$ cat config.mk
export PLATFORM = sky130hd
export DESIGN_NAME = tsml_ctrl
export DESIGN_NICKNAME = d
export VERILOG_FILES = /design/src/rtl/truncation_selection_mu_lambda_macros.svh /design/src/rtl/tsml_pkg.sv /design/src/rtl/tsml_ctrl.sv
export SDC_FILE = /design/constraint.sdc
export NUM_CORES = 1
export LEC_CHECK = 0
export ABC_CLOCK_PERIOD_IN_PS = 2500
export BUFFER_PORTS_ARGS = -buffer_cell sky130_fd_sc_hd__buf_2
export CORE_AREA = 2 2 60 62
export DETAILED_ROUTE_END_ITERATION = 16
export DIE_AREA = 0 0 62 64
export PLACE_DENSITY = 0.66
export RECOVER_POWER = 50
export SYNTH_ARGS = -nofsm -noshare
export SYNTH_HDL_FRONTEND = slang
export SYNTH_SLANG_ARGS = --single-unit
$ cat constraint.sdc
create_clock -name clk_i -period 2.5 [get_ports clk_i]
set_clock_uncertainty 0.2 [all_clocks]
set_input_delay 0 -clock clk_i [delete_from_list [all_inputs] [get_ports clk_i]]
set_output_delay 0 -clock clk_i [all_outputs]
set_load 0.02 [all_outputs]
$ cat src/rtl/truncation_selection_mu_lambda_macros.svh
// assertion macros for the truncation selection block
`ifndef TRUNCATION_SELECTION_MU_LAMBDA_MACROS_SVH
`define TRUNCATION_SELECTION_MU_LAMBDA_MACROS_SVH

// same-cycle implication, disabled in reset
`define TSML_ASSERT_IMP(lbl, clk, rst_n, ante, cons, msg) \
  lbl: assert property (@(posedge clk) disable iff (!rst_n) (ante) |-> (cons)) else $error(msg);

// next-cycle implication, disabled in reset
`define TSML_ASSERT_NXT(lbl, clk, rst_n, ante, cons, msg) \
  lbl: assert property (@(posedge clk) disable iff (!rst_n) (ante) |=> (cons)) else $error(msg);

`endif

$ cat src/rtl/tsml_pkg.sv
// shared constants, codes and control structs of the truncation selection block
`timescale 1ns / 1ps
package tsml_pkg;

  localparam int MaxParents   = 32;
  localparam int MaxOffspring = 64;
  localparam int FitBits      = 32;

  localparam int PIdxW    = $clog2(MaxParents);
  localparam int OIdxW    = $clog2(MaxOffspring);
  localparam int MuW      = $clog2(MaxParents + 1);
  localparam int LamW     = $clog2(MaxOffspring + 1);
  localparam int EntryW   = 6;
  localparam int SlotW    = 5;
  localparam int SrcW     = 6;
  localparam int CfgIdxW  = 2;
  localparam int CfgDataW = 8;
  localparam int PCountW  = 6;
  localparam int OCountW  = 7;

  typedef enum logic [1:0] {
    OP_LOAD_PARENT    = 2'd0,
    OP_LOAD_OFFSPRING = 2'd1,
    OP_RUN            = 2'd2,
    OP_NONE           = 2'd3
  } op_e;

  typedef enum logic [CfgIdxW-1:0] {
    REG_KEEP_PARENTS    = 2'd0,
    REG_MINIMIZE        = 2'd1,
    REG_PARENT_COUNT    = 2'd2,
    REG_OFFSPRING_COUNT = 2'd3
  } reg_e;

  // commands from controller to datapath
  typedef struct packed {
    logic in_ready;
    logic start;
    logic grp;       // 0 offspring, 1 parents
    logic rk_load;
    logic rk_hold;
    logic rk_scan;
    logic rk_write;
    logic mg_idx;
    logic mg_fit;
    logic mg_cmp;
    logic em_pos;
    logic em_idx;
    logic em_fit;
    logic em_load;
    logic err_load;
  } tsml_cmd_t;

  // status from datapath to controller
  typedef struct packed {
    logic run_req;
    logic mu_zero;
    logic comma_err;
    logic lam_zero;
    logic keep;
    logic scan_done;
    logic rank_done;
    logic merge_more;
    logic emit_done;
    logic out_free;
  } tsml_sts_t;

  // strictly better fitness, signed compare
  function automatic logic fit_better(logic [FitBits-1:0] a, logic [FitBits-1:0] b,
                                      logic minimize);
    fit_better = minimize ? ($signed(a) < $signed(b)) : ($signed(a) > $signed(b));
  endfunction

endpackage

$ cat src/rtl/tsml_ctrl.sv
// sequencing state machine: rank, merge and emit phases
`timescale 1ns / 1ps
module tsml_ctrl import tsml_pkg::*; (
  input  logic      clk_i,
  input  logic      rst_ni,
  input  tsml_sts_t sts_i,
  output tsml_cmd_t cmd_o
);

  typedef enum logic [13:0] {
    S_IDLE    = 14'b00000000000001,
    S_RK_LOAD = 14'b00000000000010,
    S_RK_HOLD = 14'b00000000000100,
    S_RK_SCAN = 14'b00000000001000,
    S_RK_WRT  = 14'b00000000010000,
    S_MG_CHK  = 14'b00000000100000,
    S_MG_IDX  = 14'b00000001000000,
    S_MG_FIT  = 14'b00000010000000,
    S_MG_CMP  = 14'b00000100000000,
    S_EM_POS  = 14'b00001000000000,
    S_EM_IDX  = 14'b00010000000000,
    S_EM_FIT  = 14'b00100000000000,
    S_EM_LOAD = 14'b01000000000000,
    S_ERR     = 14'b10000000000000
  } state_e;

  state_e state_q, state_d;
  logic   grp_q, grp_d;

  // next state
  always_comb begin
    state_d = state_q;
    grp_d   = grp_q;
    unique case (state_q)
      S_IDLE: begin
        if (sts_i.run_req) begin
          if (sts_i.mu_zero) begin
            state_d = S_IDLE;
          end else if (sts_i.comma_err) begin
            state_d = S_ERR;
          end else begin
            grp_d   = sts_i.lam_zero;
            state_d = S_RK_LOAD;
          end
        end
      end
      S_RK_LOAD: state_d = S_RK_HOLD;
      S_RK_HOLD: state_d = S_RK_SCAN;
      S_RK_SCAN: if (sts_i.scan_done) state_d = S_RK_WRT;
      S_RK_WRT: begin
        if (!sts_i.rank_done) begin
          state_d = S_RK_LOAD;
        end else if (grp_q) begin
          state_d = S_MG_CHK;
        end else if (sts_i.keep) begin
          grp_d   = 1'b1;
          state_d = S_RK_LOAD;
        end else begin
          state_d = S_EM_POS;
        end
      end
      S_MG_CHK:  state_d = sts_i.merge_more ? S_MG_IDX : S_EM_POS;
      S_MG_IDX:  state_d = S_MG_FIT;
      S_MG_FIT:  state_d = S_MG_CMP;
      S_MG_CMP:  state_d = S_MG_CHK;
      S_EM_POS:  state_d = S_EM_IDX;
      S_EM_IDX:  state_d = S_EM_FIT;
      S_EM_FIT:  state_d = S_EM_LOAD;
      S_EM_LOAD: if (sts_i.out_free) state_d = sts_i.emit_done ? S_IDLE : S_EM_POS;
      S_ERR:     if (sts_i.out_free) state_d = S_IDLE;
      default:   state_d = S_IDLE;
    endcase
  end

  always_ff @(posedge clk_i or negedge rst_ni) begin
    if (!rst_ni) begin
      state_q <= S_IDLE;
      grp_q   <= 1'b0;
    end else begin
      state_q <= state_d;
      grp_q   <= grp_d;
    end
  end

  // command decode
  assign cmd_o.in_ready = (state_q == S_IDLE);
  assign cmd_o.start    = (state_q == S_IDLE) && sts_i.run_req;
  assign cmd_o.grp      = grp_q;
  assign cmd_o.rk_load  = (state_q == S_RK_LOAD);
  assign cmd_o.rk_hold  = (state_q == S_RK_HOLD);
  assign cmd_o.rk_scan  = (state_q == S_RK_SCAN);
  assign cmd_o.rk_write = (state_q == S_RK_WRT);
  assign cmd_o.mg_idx   = (state_q == S_MG_IDX);
  assign cmd_o.mg_fit   = (state_q == S_MG_FIT);
  assign cmd_o.mg_cmp   = (state_q == S_MG_CMP);
  assign cmd_o.em_pos   = (state_q == S_EM_POS);
  assign cmd_o.em_idx   = (state_q == S_EM_IDX);
  assign cmd_o.em_fit   = (state_q == S_EM_FIT);
  assign cmd_o.em_load  = (state_q == S_EM_LOAD);
  assign cmd_o.err_load = (state_q == S_ERR);

endmodule

# After elaboration in Yosys (flattened, before gate mapping)

Index checks and enable logic that the tools add are counted.

Output and inout bits: 15
Bits in registers: 15

Muxes and demuxes: 19
Reductions and logical operators: 4
Equal/unequal tests: 21

Operators by type and width:

| kind                                             | count |
|---|---|
| one-hot mux 14 bit (14 select lines)             | 1 |
| 2-to-1 mux 14 bit                                | 6 |
| 2-to-1 mux 10 bit                                | 5 |
| == test 14 x 1 -> 1 bit (second input constant)  | 1 |
| == test 14 x 10 -> 1 bit (second input constant) | 1 |
| == test 14 x 11 -> 1 bit (second input constant) | 1 |
| == test 14 x 12 -> 1 bit (second input constant) | 1 |
| == test 14 x 13 -> 1 bit (second input constant) | 1 |
| == test 14 bit (second input constant)           | 1 |
| == test 14 x 2 -> 1 bit (second input constant)  | 1 |
| == test 14 x 3 -> 1 bit (second input constant)  | 1 |
| == test 14 x 4 -> 1 bit (second input constant)  | 1 |
| == test 14 x 5 -> 1 bit (second input constant)  | 1 |
| == test 14 x 6 -> 1 bit (second input constant)  | 1 |
| == test 14 x 7 -> 1 bit (second input constant)  | 1 |
| == test 14 x 8 -> 1 bit (second input constant)  | 1 |
| == test 14 x 9 -> 1 bit (second input constant)  | 1 |
| inequality test 2 bit (second input constant)    | 7 |
| 2-to-1 mux 1 bit                                 | 6 |
| AND reduction 5 bit                              | 1 |
| AND reduction 4 bit                              | 1 |
| one-hot mux 1 bit (2 select lines)               | 1 |
| nonzero test 2 bit                               | 1 |
| logical AND 1 bit                                | 1 |

# Depth between registers and ports, before layout

Gate-level depths: netlist of the first run.

Depth after elaboration: 4
Depth in mapped cells: 7
Gate-level depth less buffers: 5

# Worst setup path before layout of the first run

OpenSTA, ideal clock, no wires.

Path type: reg2reg
Start: reg state_q[4]
End: reg state_q[13]
Path slack: 466 ps
Setup time: 71 ps
Stages on the path, launching flop included: 5
Data arrival time: 1,763 ps
Path buffers: 0
Required time: 2,229 ps
Clock period less this slack: 2,034 ps
Cells stage by stage: dfrtp_1 nor4_4 nand3_1 nor3b_1 a32o_1

RTL lines:

| element                | RTL line        | source |
|---|---|---|
| from (decl)            | tsml_ctrl.sv:27 | `state_e state_q, state_d;` |
| from (signal assigned) | tsml_ctrl.sv:80 | `state_q <= state_d;` |

==> impl_summary.md, run 1 <==
Die
The die area is 3970 um^2. The x dimension of the die is 62 um. The die extent in y is 64 um. In this run the count of I/O pins placed on the die edge is 27. The region available for standard cell placement spans 3280 um^2. The row count is 21. Once the floorplan was initialized, standard cells occupied 33.4% of the core.

Pwr
The sequential power share is 37.7%. The total leakage power is 0.663 nW. Of the total power, the clock network draws 17.7%. The net switching fraction of the power is 40.5%. The share of total power dissipated in combinational logic is 44.6%. Power spread over the standard cell area amounts to 600 nW/um^2. The internal power contribution is 0.491 mW. IR analysis of the VDD net gives a maximum drop of 0.000443 V. The switching power summed over all nets is 0.334 mW.

Timing
The number of max-slew violations in the final report is 0. The relative slew slack is 54.5%. The number of failing setup endpoints in the final timing report is 0. The maximum frequency from static timing analysis is 437 MHz. For the pin with the worst max-slew slack, the measured transition is 0.680 ns. The worst path in the final design needs a cycle of 2.29 ns, including I/O delays and setup.

Setup repair after global routing left no endpoint under its margin. The final-report hold violation count is 0. The final cycle utilization of the critical path is 91.6%.

The setup TNS after final layout is 0 ns.

Status
The run finished with clean final reports.

GRT
The global-route wire length before repair is 4.68 mm. The via count of the first global-routing pass is 1022. The initial antenna violation count was 0. The global-route total usage across every layer is 15.5%. The pin count of the biggest net entering global routing is 15. Summed over all layers, the global routing overflow is 0.

Place
The quantity of I/O buffers inserted on ports is 26. Detailed placement finished with a half-perimeter wire length of 2.01 mm. Routability-driven placement finished with a final weighted congestion of 0.859. The number of placed instances, taps included, is 179.

Yosys
After synthesis, the mean cell area works out to 9.31 um^2. The total of flip-flops plus latches after synthesis is 15. The most used flip-flop cell after synthesis is dfrtp_1. The cell area after technology mapping is 1100 um^2. Counting every net in the synthesized netlist gives 130. The share of flip-flops with an asynchronous set or reset is 100%. The share of synthesized area occupied by flip-flops and latches is 34.3%.

For this run, the number of Yosys warnings is 0. The count of flip-flops with a built-in enable after synthesis is 0. The synthesized netlist contains 45 unique library cells.

After synthesis, the cell types taking the most area are dfrtp_1 32%, nor3b_1 4.8%, xor2_1 4.0%. In this run the biggest area consumer among cell types represents 31.9% of the synthesized area. The biggest area contributor in the post-synthesis netlist is dfrtp_1. The cell count after synthesis came out at 118.

Cells and area
The share of the core filled with cells is 41.9%. The repair_antennas step left the layout with diodes totalling 0. The post-route netlist has 24.7% of its cells at a drive strength greater than 1.

Leaving out filler cells and counting taps, the final layout contains 196. The final layout contains 163 nets. Relative to the synthesized area, the layout overhead comes to 25.2%. The filler cells instantiated in the layout total 339.

Job
Across the run, the number of max-cap violations was 0.

Route
The routed layout has 1025 vias. The first-pass iteration count of the detailed router is 5. The average wire length per cell after detail routing is 13.9 um. After detailed routing, the number of vias per cell comes to 5.23.

For this block, the routed nets add up to 2.72 mm of wire. In this run the remaining antenna-violating nets after routing total 0. After the first detailed-routing iteration, the DRC count stood at 37. After detailed routing, the number of remaining DRC violations is 0.

Worst setup path
Grouping stages by cell kind, the critical path spends the most delay in simple AND/OR/NAND/NOR gates. The category of the worst setup path launch point is a flop. The signal on the critical path passes through nor4_4, and2_1, nand2_1, nor3b_2, buf_2. The critical path depth is 5. The signal arrival time at the worst endpoint is 2.09 ns. The endpoint kind of the worst setup timing path is an output port. The slowest stage of the critical path is the dfrtp_1 cell. Together, buffers and inverters on the worst path number 1.

The critical path data required time is 2.30 ns. By startpoint and endpoint, the worst setup path is classified as reg -> out. On the worst path, the slowest cell contributes a delay of 0.50 ns. In this run the worst path has a maximum fanout of 8.

The cell count of the worst reg-to-reg path is 5.

Clock network
TritonCTS built the clock tree. The deepest level of the CTS H-tree is 1. The clock network latency to the later pin of the worst-skew pair is 0.28 ns. In this run, post-CTS repair resized a total of 0 instances. The clock root buffer master is clkbuf_4. The number of buffers inserted for hold repair after clock tree synthesis is 13. Clock-pin slew was measured on the worst setup and hold paths at 0.10 ns. The clock net in this run drives a total of 15 sinks. The number of buffers created by CTS is 3. The maximum buffer depth of the clock tree is 2. The post-CTS setup buffer count is 0.

Hold path
The worst hold path belongs to the class in -> async.
sequential cells by signal, summed over array words and instances (netlist names):
register / flops
state_q: 14
grp_q: 1
power by group through the flow:
| stage | clock, mW | sequential, mW | combinational (mW) |
|---|---|---|---|
| after floorplan | 0 | 0.297 | 0.289 |
| after global placement | 0 | 0.313 | 0.340 |
| after detailed placement | 0 | 0.316 | 0.345 |
| after CTS | 0.150 | 0.311 | 0.370 |
| after global routing | 0.160 | 0.318 | 0.408 |
| final | 0.147 | 0.311 | 0.368 |
cell usage in the layout, fill, tap and decap left out, types with 4 or more instances in the layout:
cell type	instances
inv_1	5
nor3b_1	7
and4b_1	4
nor2_1	10
nand2_1	5
dfrtp_1	14
dlygate4sd3_1	13
a21oi_1	4
buf_2	24
xor2_1	5
nor3_1	5
final cells by class:
class | instances | area (um^2) | area share [%]
inverter | 5 | 18.8 | 1.36
multi-input combinational | 87 | 638 | 46.4
tap | 46 | 57.6 | 4.19
clock buffer | 4 | 26.3 | 1.91
timing repair buffer | 39 | 258 | 18.7
sequential | 15 | 377 | 27.4
kinds of logic after synthesis:
family	synth area share, %
muxes	0.911
buffers and inverters	7.63
xor gates and xnor gates	5.58
DFF	34.3
AOI/OAI and AO/OA	13.3
and+or+nand+nor	38.3
synthesized netlist by cell type, types with 2 or more instances:
cell type and instances:
and4_1 3, nand3_1 3, xor2_1 5, dfrtp_1 14, clkbuf_1 3, buf_2 4, and4b_1 4, buf_4 3
nor3b_1 7, or4_1 2, a21oi_1 4, nand2_1 5, nor3b_2 2, nand4b_1 2, and3_1 2, nor3_1 5
nand4_1 2, inv_1 5, nor4_1 2, and2_1 3, xnor2_1 2, nand2b_1 2, nor2_1 10, nor4_4 2
o21ai_0 2
worst reg2reg max path: stages (launching register included):
cell	delay (ns)
dfrtp_1	0.50
nor4_4	0.48
and2_1	0.27
and3_1	0.28
a21oi_1	0.10
a21boi_1	0.16
layer usage:
layer / global-route usage, % / up-vias / wire, um
li1: - / 502 / -
met1: 21.8 / 484 / 1300
met2: 24.6 / 37 / 1300
met3: 1.21 / 2 / 93
met4: 4.79 / 0 / 27
met5: 0 / - / 0
final timing paths:
| kind | slack, ns | end | startpoint |
|---|---|---|---|
| worst min-delay path | 0.04 | state_q[0] | rst_ni |
| max in group asynchronous | 0.95 | state_q[5] | rst_ni |
| min in group clk_i | 0.28 | state_q[4] | sts_i[4] |
| worst max register to register | 0.44 | state_q[0] | state_q[4] |
| worst max-delay path | 0.21 | cmd_o[2] | state_q[4] |
| worst min register to register | 0.43 | state_q[5] | grp_q |
stage by stage:
step | power (mW) | hold WS [ns] | setup slack [ns] | instance area, um^2
final | 0.825 | 0.0379 | 0.210 | 1380
after global routing | 0.887 | 0.0684 | 0.0278 | 1380
after CTS | 0.831 | 0.00767 | 0.233 | 1380
after detailed placement | 0.661 | -0.261 | 0.496 | 1220
after global placement | 0.653 | -0.271 | 0.534 | 1220
after floorplan | 0.586 | -0.496 | 0.466 | 1100
Power figures use the tool's default switching activity.
==> run 2: changes to the inputs <==
--- a/config.mk
+++ b/config.mk
@@ -5,7 +5,7 @@
 export SDC_FILE = /design/constraint.sdc
 export NUM_CORES = 1
 export LEC_CHECK = 0
-export ABC_CLOCK_PERIOD_IN_PS = 2500
+export ABC_CLOCK_PERIOD_IN_PS = 2250
 export BUFFER_PORTS_ARGS = -buffer_cell sky130_fd_sc_hd__buf_2
 export CORE_AREA = 2 2 60 62
 export DETAILED_ROUTE_END_ITERATION = 16
==> constraint.sdc (replaced) <==
create_clock -name clk_i -period 2.25 [get_ports clk_i]
set_clock_uncertainty 0.2 [all_clocks]
set_input_delay 0 -clock clk_i [delete_from_list [all_inputs] [get_ports clk_i]]
set_output_delay 0 -clock clk_i [all_outputs]
set_load 0.02 [all_outputs]
==> impl_summary.md, run 2 (same netlist as run 1, synthesis figures left out) <==
Route
The first-pass iteration count of the detailed router came to 4 (was 5). The routed via count divided by cell count is 5.22 (was 5.23). The total via count in the routed design is 1043 (was 1025). The number of nets with antenna violations after detailed routing came to 0 (unchanged). The violation count after the first detailed-routing iteration is 56 (was 37). The total DRC errors in the routed layout was 0 (unchanged). The routed wire length is 2.81 mm (was 2.72 mm). The average wire length per cell after detail routing was 14.0 um (was 13.9 um).

Worst setup path
The worst reg-to-reg setup slack is 0.28 ns (was 0.44 ns). The largest delay contributor family on the critical path is simple AND/OR/NAND/NOR gates (unchanged). The slowest library cell on the worst path is dfrtp_1 (unchanged).

The critical path class is reg -> out (unchanged). The launch instance of the worst register-to-register path is state_q[10] (was state_q[4]). Cell chain of the critical path: nor4_4, and3_4, nand2_1, nor3b_1, buf_2 (was nor4_4, and2_1, nand2_1, nor3b_2, buf_2). The endpoint of the lowest-slack register-to-register path is state_q[0] (unchanged). The highest net fanout along the worst path was 6 (was 8). The signal arrival time at the worst endpoint is 1.93 ns (was 2.09 ns). The endpoint kind of the worst setup timing path is an output port (unchanged).

The critical path depth came to 5 (unchanged). The cell count of the worst reg-to-reg path is 5 (unchanged). The maximum cell stage delay along the critical path was 0.46 ns (was 0.50 ns).

The buffer and inverter count on the worst path is 1 (unchanged). The category of the worst setup path launch point is a flop (unchanged). The critical path launch point is state_q[10] (was state_q[4]). The critical path data required time was 2.05 ns (was 2.30 ns). The worst setup path endpoint is cmd_o[6] (was cmd_o[2]).

Cells and area
The share of the core filled with cells is 43.8% (was 41.9%). The net total in the final layout is 167 (was 163). The count of antenna diodes in the layout came to 0 (unchanged). The area growth from synthesis to layout is 31.1% (was 25.2%). The most common library cell in the layout ignoring fill and taps is buf_2 (unchanged). Largest registers: state_q (14), grp_q (1) (unchanged). The layout filler cell count is 333 (was 339).

The count of non-filler cells in the finished layout is 200 (was 196). The register with the most flip-flops is state_q (unchanged). The share of cells above drive strength 1 is 30.5% (was 24.7%).

The number of flip-flops under the largest register name came to 14 (unchanged). Most frequent cells in the layout: 20 x buf_2, 14 x dlygate4sd3_1, 11 x dfrtp_1 (was 24 x buf_2, 14 x dfrtp_1, 13 x dlygate4sd3_1).

Clock network
The maximum buffer depth of the clock tree came to 2 (unchanged). The clock network latency to the later pin of the worst-skew pair is 0.29 ns (was 0.28 ns). The deepest level of the CTS H-tree came to 1 (unchanged).

The clock tree from TritonCTS is built (unchanged). The register clock-pin slew on the reported worst setup and hold paths is 0.09 ns (was 0.10 ns). The number of buffers created by CTS is 3 (unchanged). The clock sink total was 15 (unchanged).

The clock root buffer master is clkbuf_4 (unchanged).

GRT
The pin count of the biggest net entering global routing was 15 (unchanged). The initial antenna violation count is 0 (unchanged). The global-route wire length before repair is 4.60 mm (was 4.68 mm). The global route total overflow is 0 (unchanged). The via count of the first global-routing pass is 1033 (was 1022). The global-route total usage across every layer is 15.3% (was 15.5%).

Place
The count of placed standard cells including taps is 180 (was 179). The HPWL reported at the end of detailed placement is 2.03 mm (was 2.01 mm). The final estimated routing congestion in global placement is 0.856 (was 0.859). The quantity of I/O buffers inserted on ports is 26 (unchanged). The worst slack at placement came to 0.230 ns (was 0.496 ns).

Die
The starting density of the core is 33.4% (unchanged). The x dimension of the die is 62 um (unchanged). The row count came to 21 (unchanged).

The die extent in y is 64 um (unchanged). The number of top-level pins is 27 (unchanged). The core outline area came to 3280 um^2 (unchanged). The die area is 3970 um^2 (unchanged).

Timing
The final-report hold violation count is 0 (unchanged). The smallest setup slack after layout was 0.115 ns (was 0.210 ns). The setup TNS after final layout came to 0 ns (unchanged). The maximum frequency from static timing analysis is 468 MHz. The number of failing setup endpoints in the final timing report is 0 (unchanged). The transition at the pin with the smallest max-transition slack is 0.667 ns (was 0.680 ns). The final critical path takes up 94.9% of the cycle. The worst hold-check slack is 0.260 ns (was 0.0379 ns). The worst path needs 2.13 ns of the cycle, external delays included.

The number of max-slew violations in the final report was 0 (unchanged). The relative slew slack is 55.4% (was 54.5%).

Pwr
The largest voltage drop on the vdd net came to 0.000419 V (was 0.000443 V). The internal power contribution was 0.572 mW (was 0.491 mW). The net switching fraction of the power is 39.9% (was 40.5%). The sequential power share came to 37.2% (was 37.7%).

The total leakage power is 0.675 nW (was 0.663 nW). The cell area power density is 661 nW/um^2 (was 600 nW/um^2). The share of total power in the clock network came to 16.8% (was 17.7%). The combinational fraction of design power is 46.1% (was 44.6%). The switching power summed over all nets was 0.380 mW (was 0.334 mW).

Status
Outcome: finished clean (unchanged).

Hold path
The kind of path behind the tightest hold check was in -> reg (was in -> async).

Job
The number of maximum-capacitance violations is 0 (unchanged).
==> run 2: cell types whose count changed in the layout (fill, tap and decap cells not counted), moves of 2 or more <==
cell / previous run / this run
clkbuf_2: 0 / 2
buf_4: 0 / 4
buf_2: 24 / 20
dfrtp_2: 0 / 3
dfrtp_1: 14 / 11
==> run 2: worst min path at each step <==
stage	startpoint	endpoint	depth (start not counted)
3_3_place_gp	rst_ni	state_q[7]	1
4_1_cts	sts_i[4]	state_q[4]	3
5_1_grt	sts_i[4]	state_q[4]	3
6_report	sts_i[4]	state_q[4]	3
2_1_floorplan	rst_ni	grp_q	0
3_5_place_dp	rst_ni	state_q[10]	1
==> run 2: power by group through the flow <==
stage	clock [mW]	combinational [mW]	sequential, mW
after CTS	0.168	0.412	0.346
after global routing	0.180	0.479	0.361
after floorplan	0	0.321	0.330
after global placement	0	0.376	0.348
after detailed placement	0	0.382	0.351
final	0.160	0.439	0.354
==> run 2: worst register-to-register path: stages, from the launching register on <==
cell	delay, ns
dfrtp_1	0.46
nor4_4	0.42
nor2b_1	0.25
and3_1	0.27
a21oi_1	0.10
a21boi_0	0.19
==> run 2: stage by stage <==
stage / power, mW / cell area (um^2)
after floorplan: 0.652 / 1100
after global placement: 0.724 / 1230
after detailed placement: 0.733 / 1230
after CTS: 0.926 / 1400
after global routing: 1.02 / 1440
final: 0.952 / 1440
==> run 2: area by class of cell <==
cell class | count | area [um^2] | area share [%]
multi-input cells | 87 | 666 | 46.2
flip-flops and latches | 15 | 380 | 26.4
repair buffers | 43 | 292 | 20.2
well taps | 46 | 57.6 | 4.00
clock buffers | 4 | 26.3 | 1.82
inverters | 5 | 18.8 | 1.30
==> run 2: what timing repair did <==
action                                  CTS  global route
pin swaps                                 1             4
endpoints found under the setup margin    1             6
hold buffers                             14             0
gates resized for setup                   0            11
setup buffers                             1             1
hold endpoints to repair                 25             0
==> run 2: metal layers <==
layer,vias to the layer above,global-route usage [%],routed length (um)
li1,507,-,-
met1,503,19.9,1260
met2,29,24.6,1360
met3,4,3.04,128
met4,0,5.05,55
met5,-,0,0
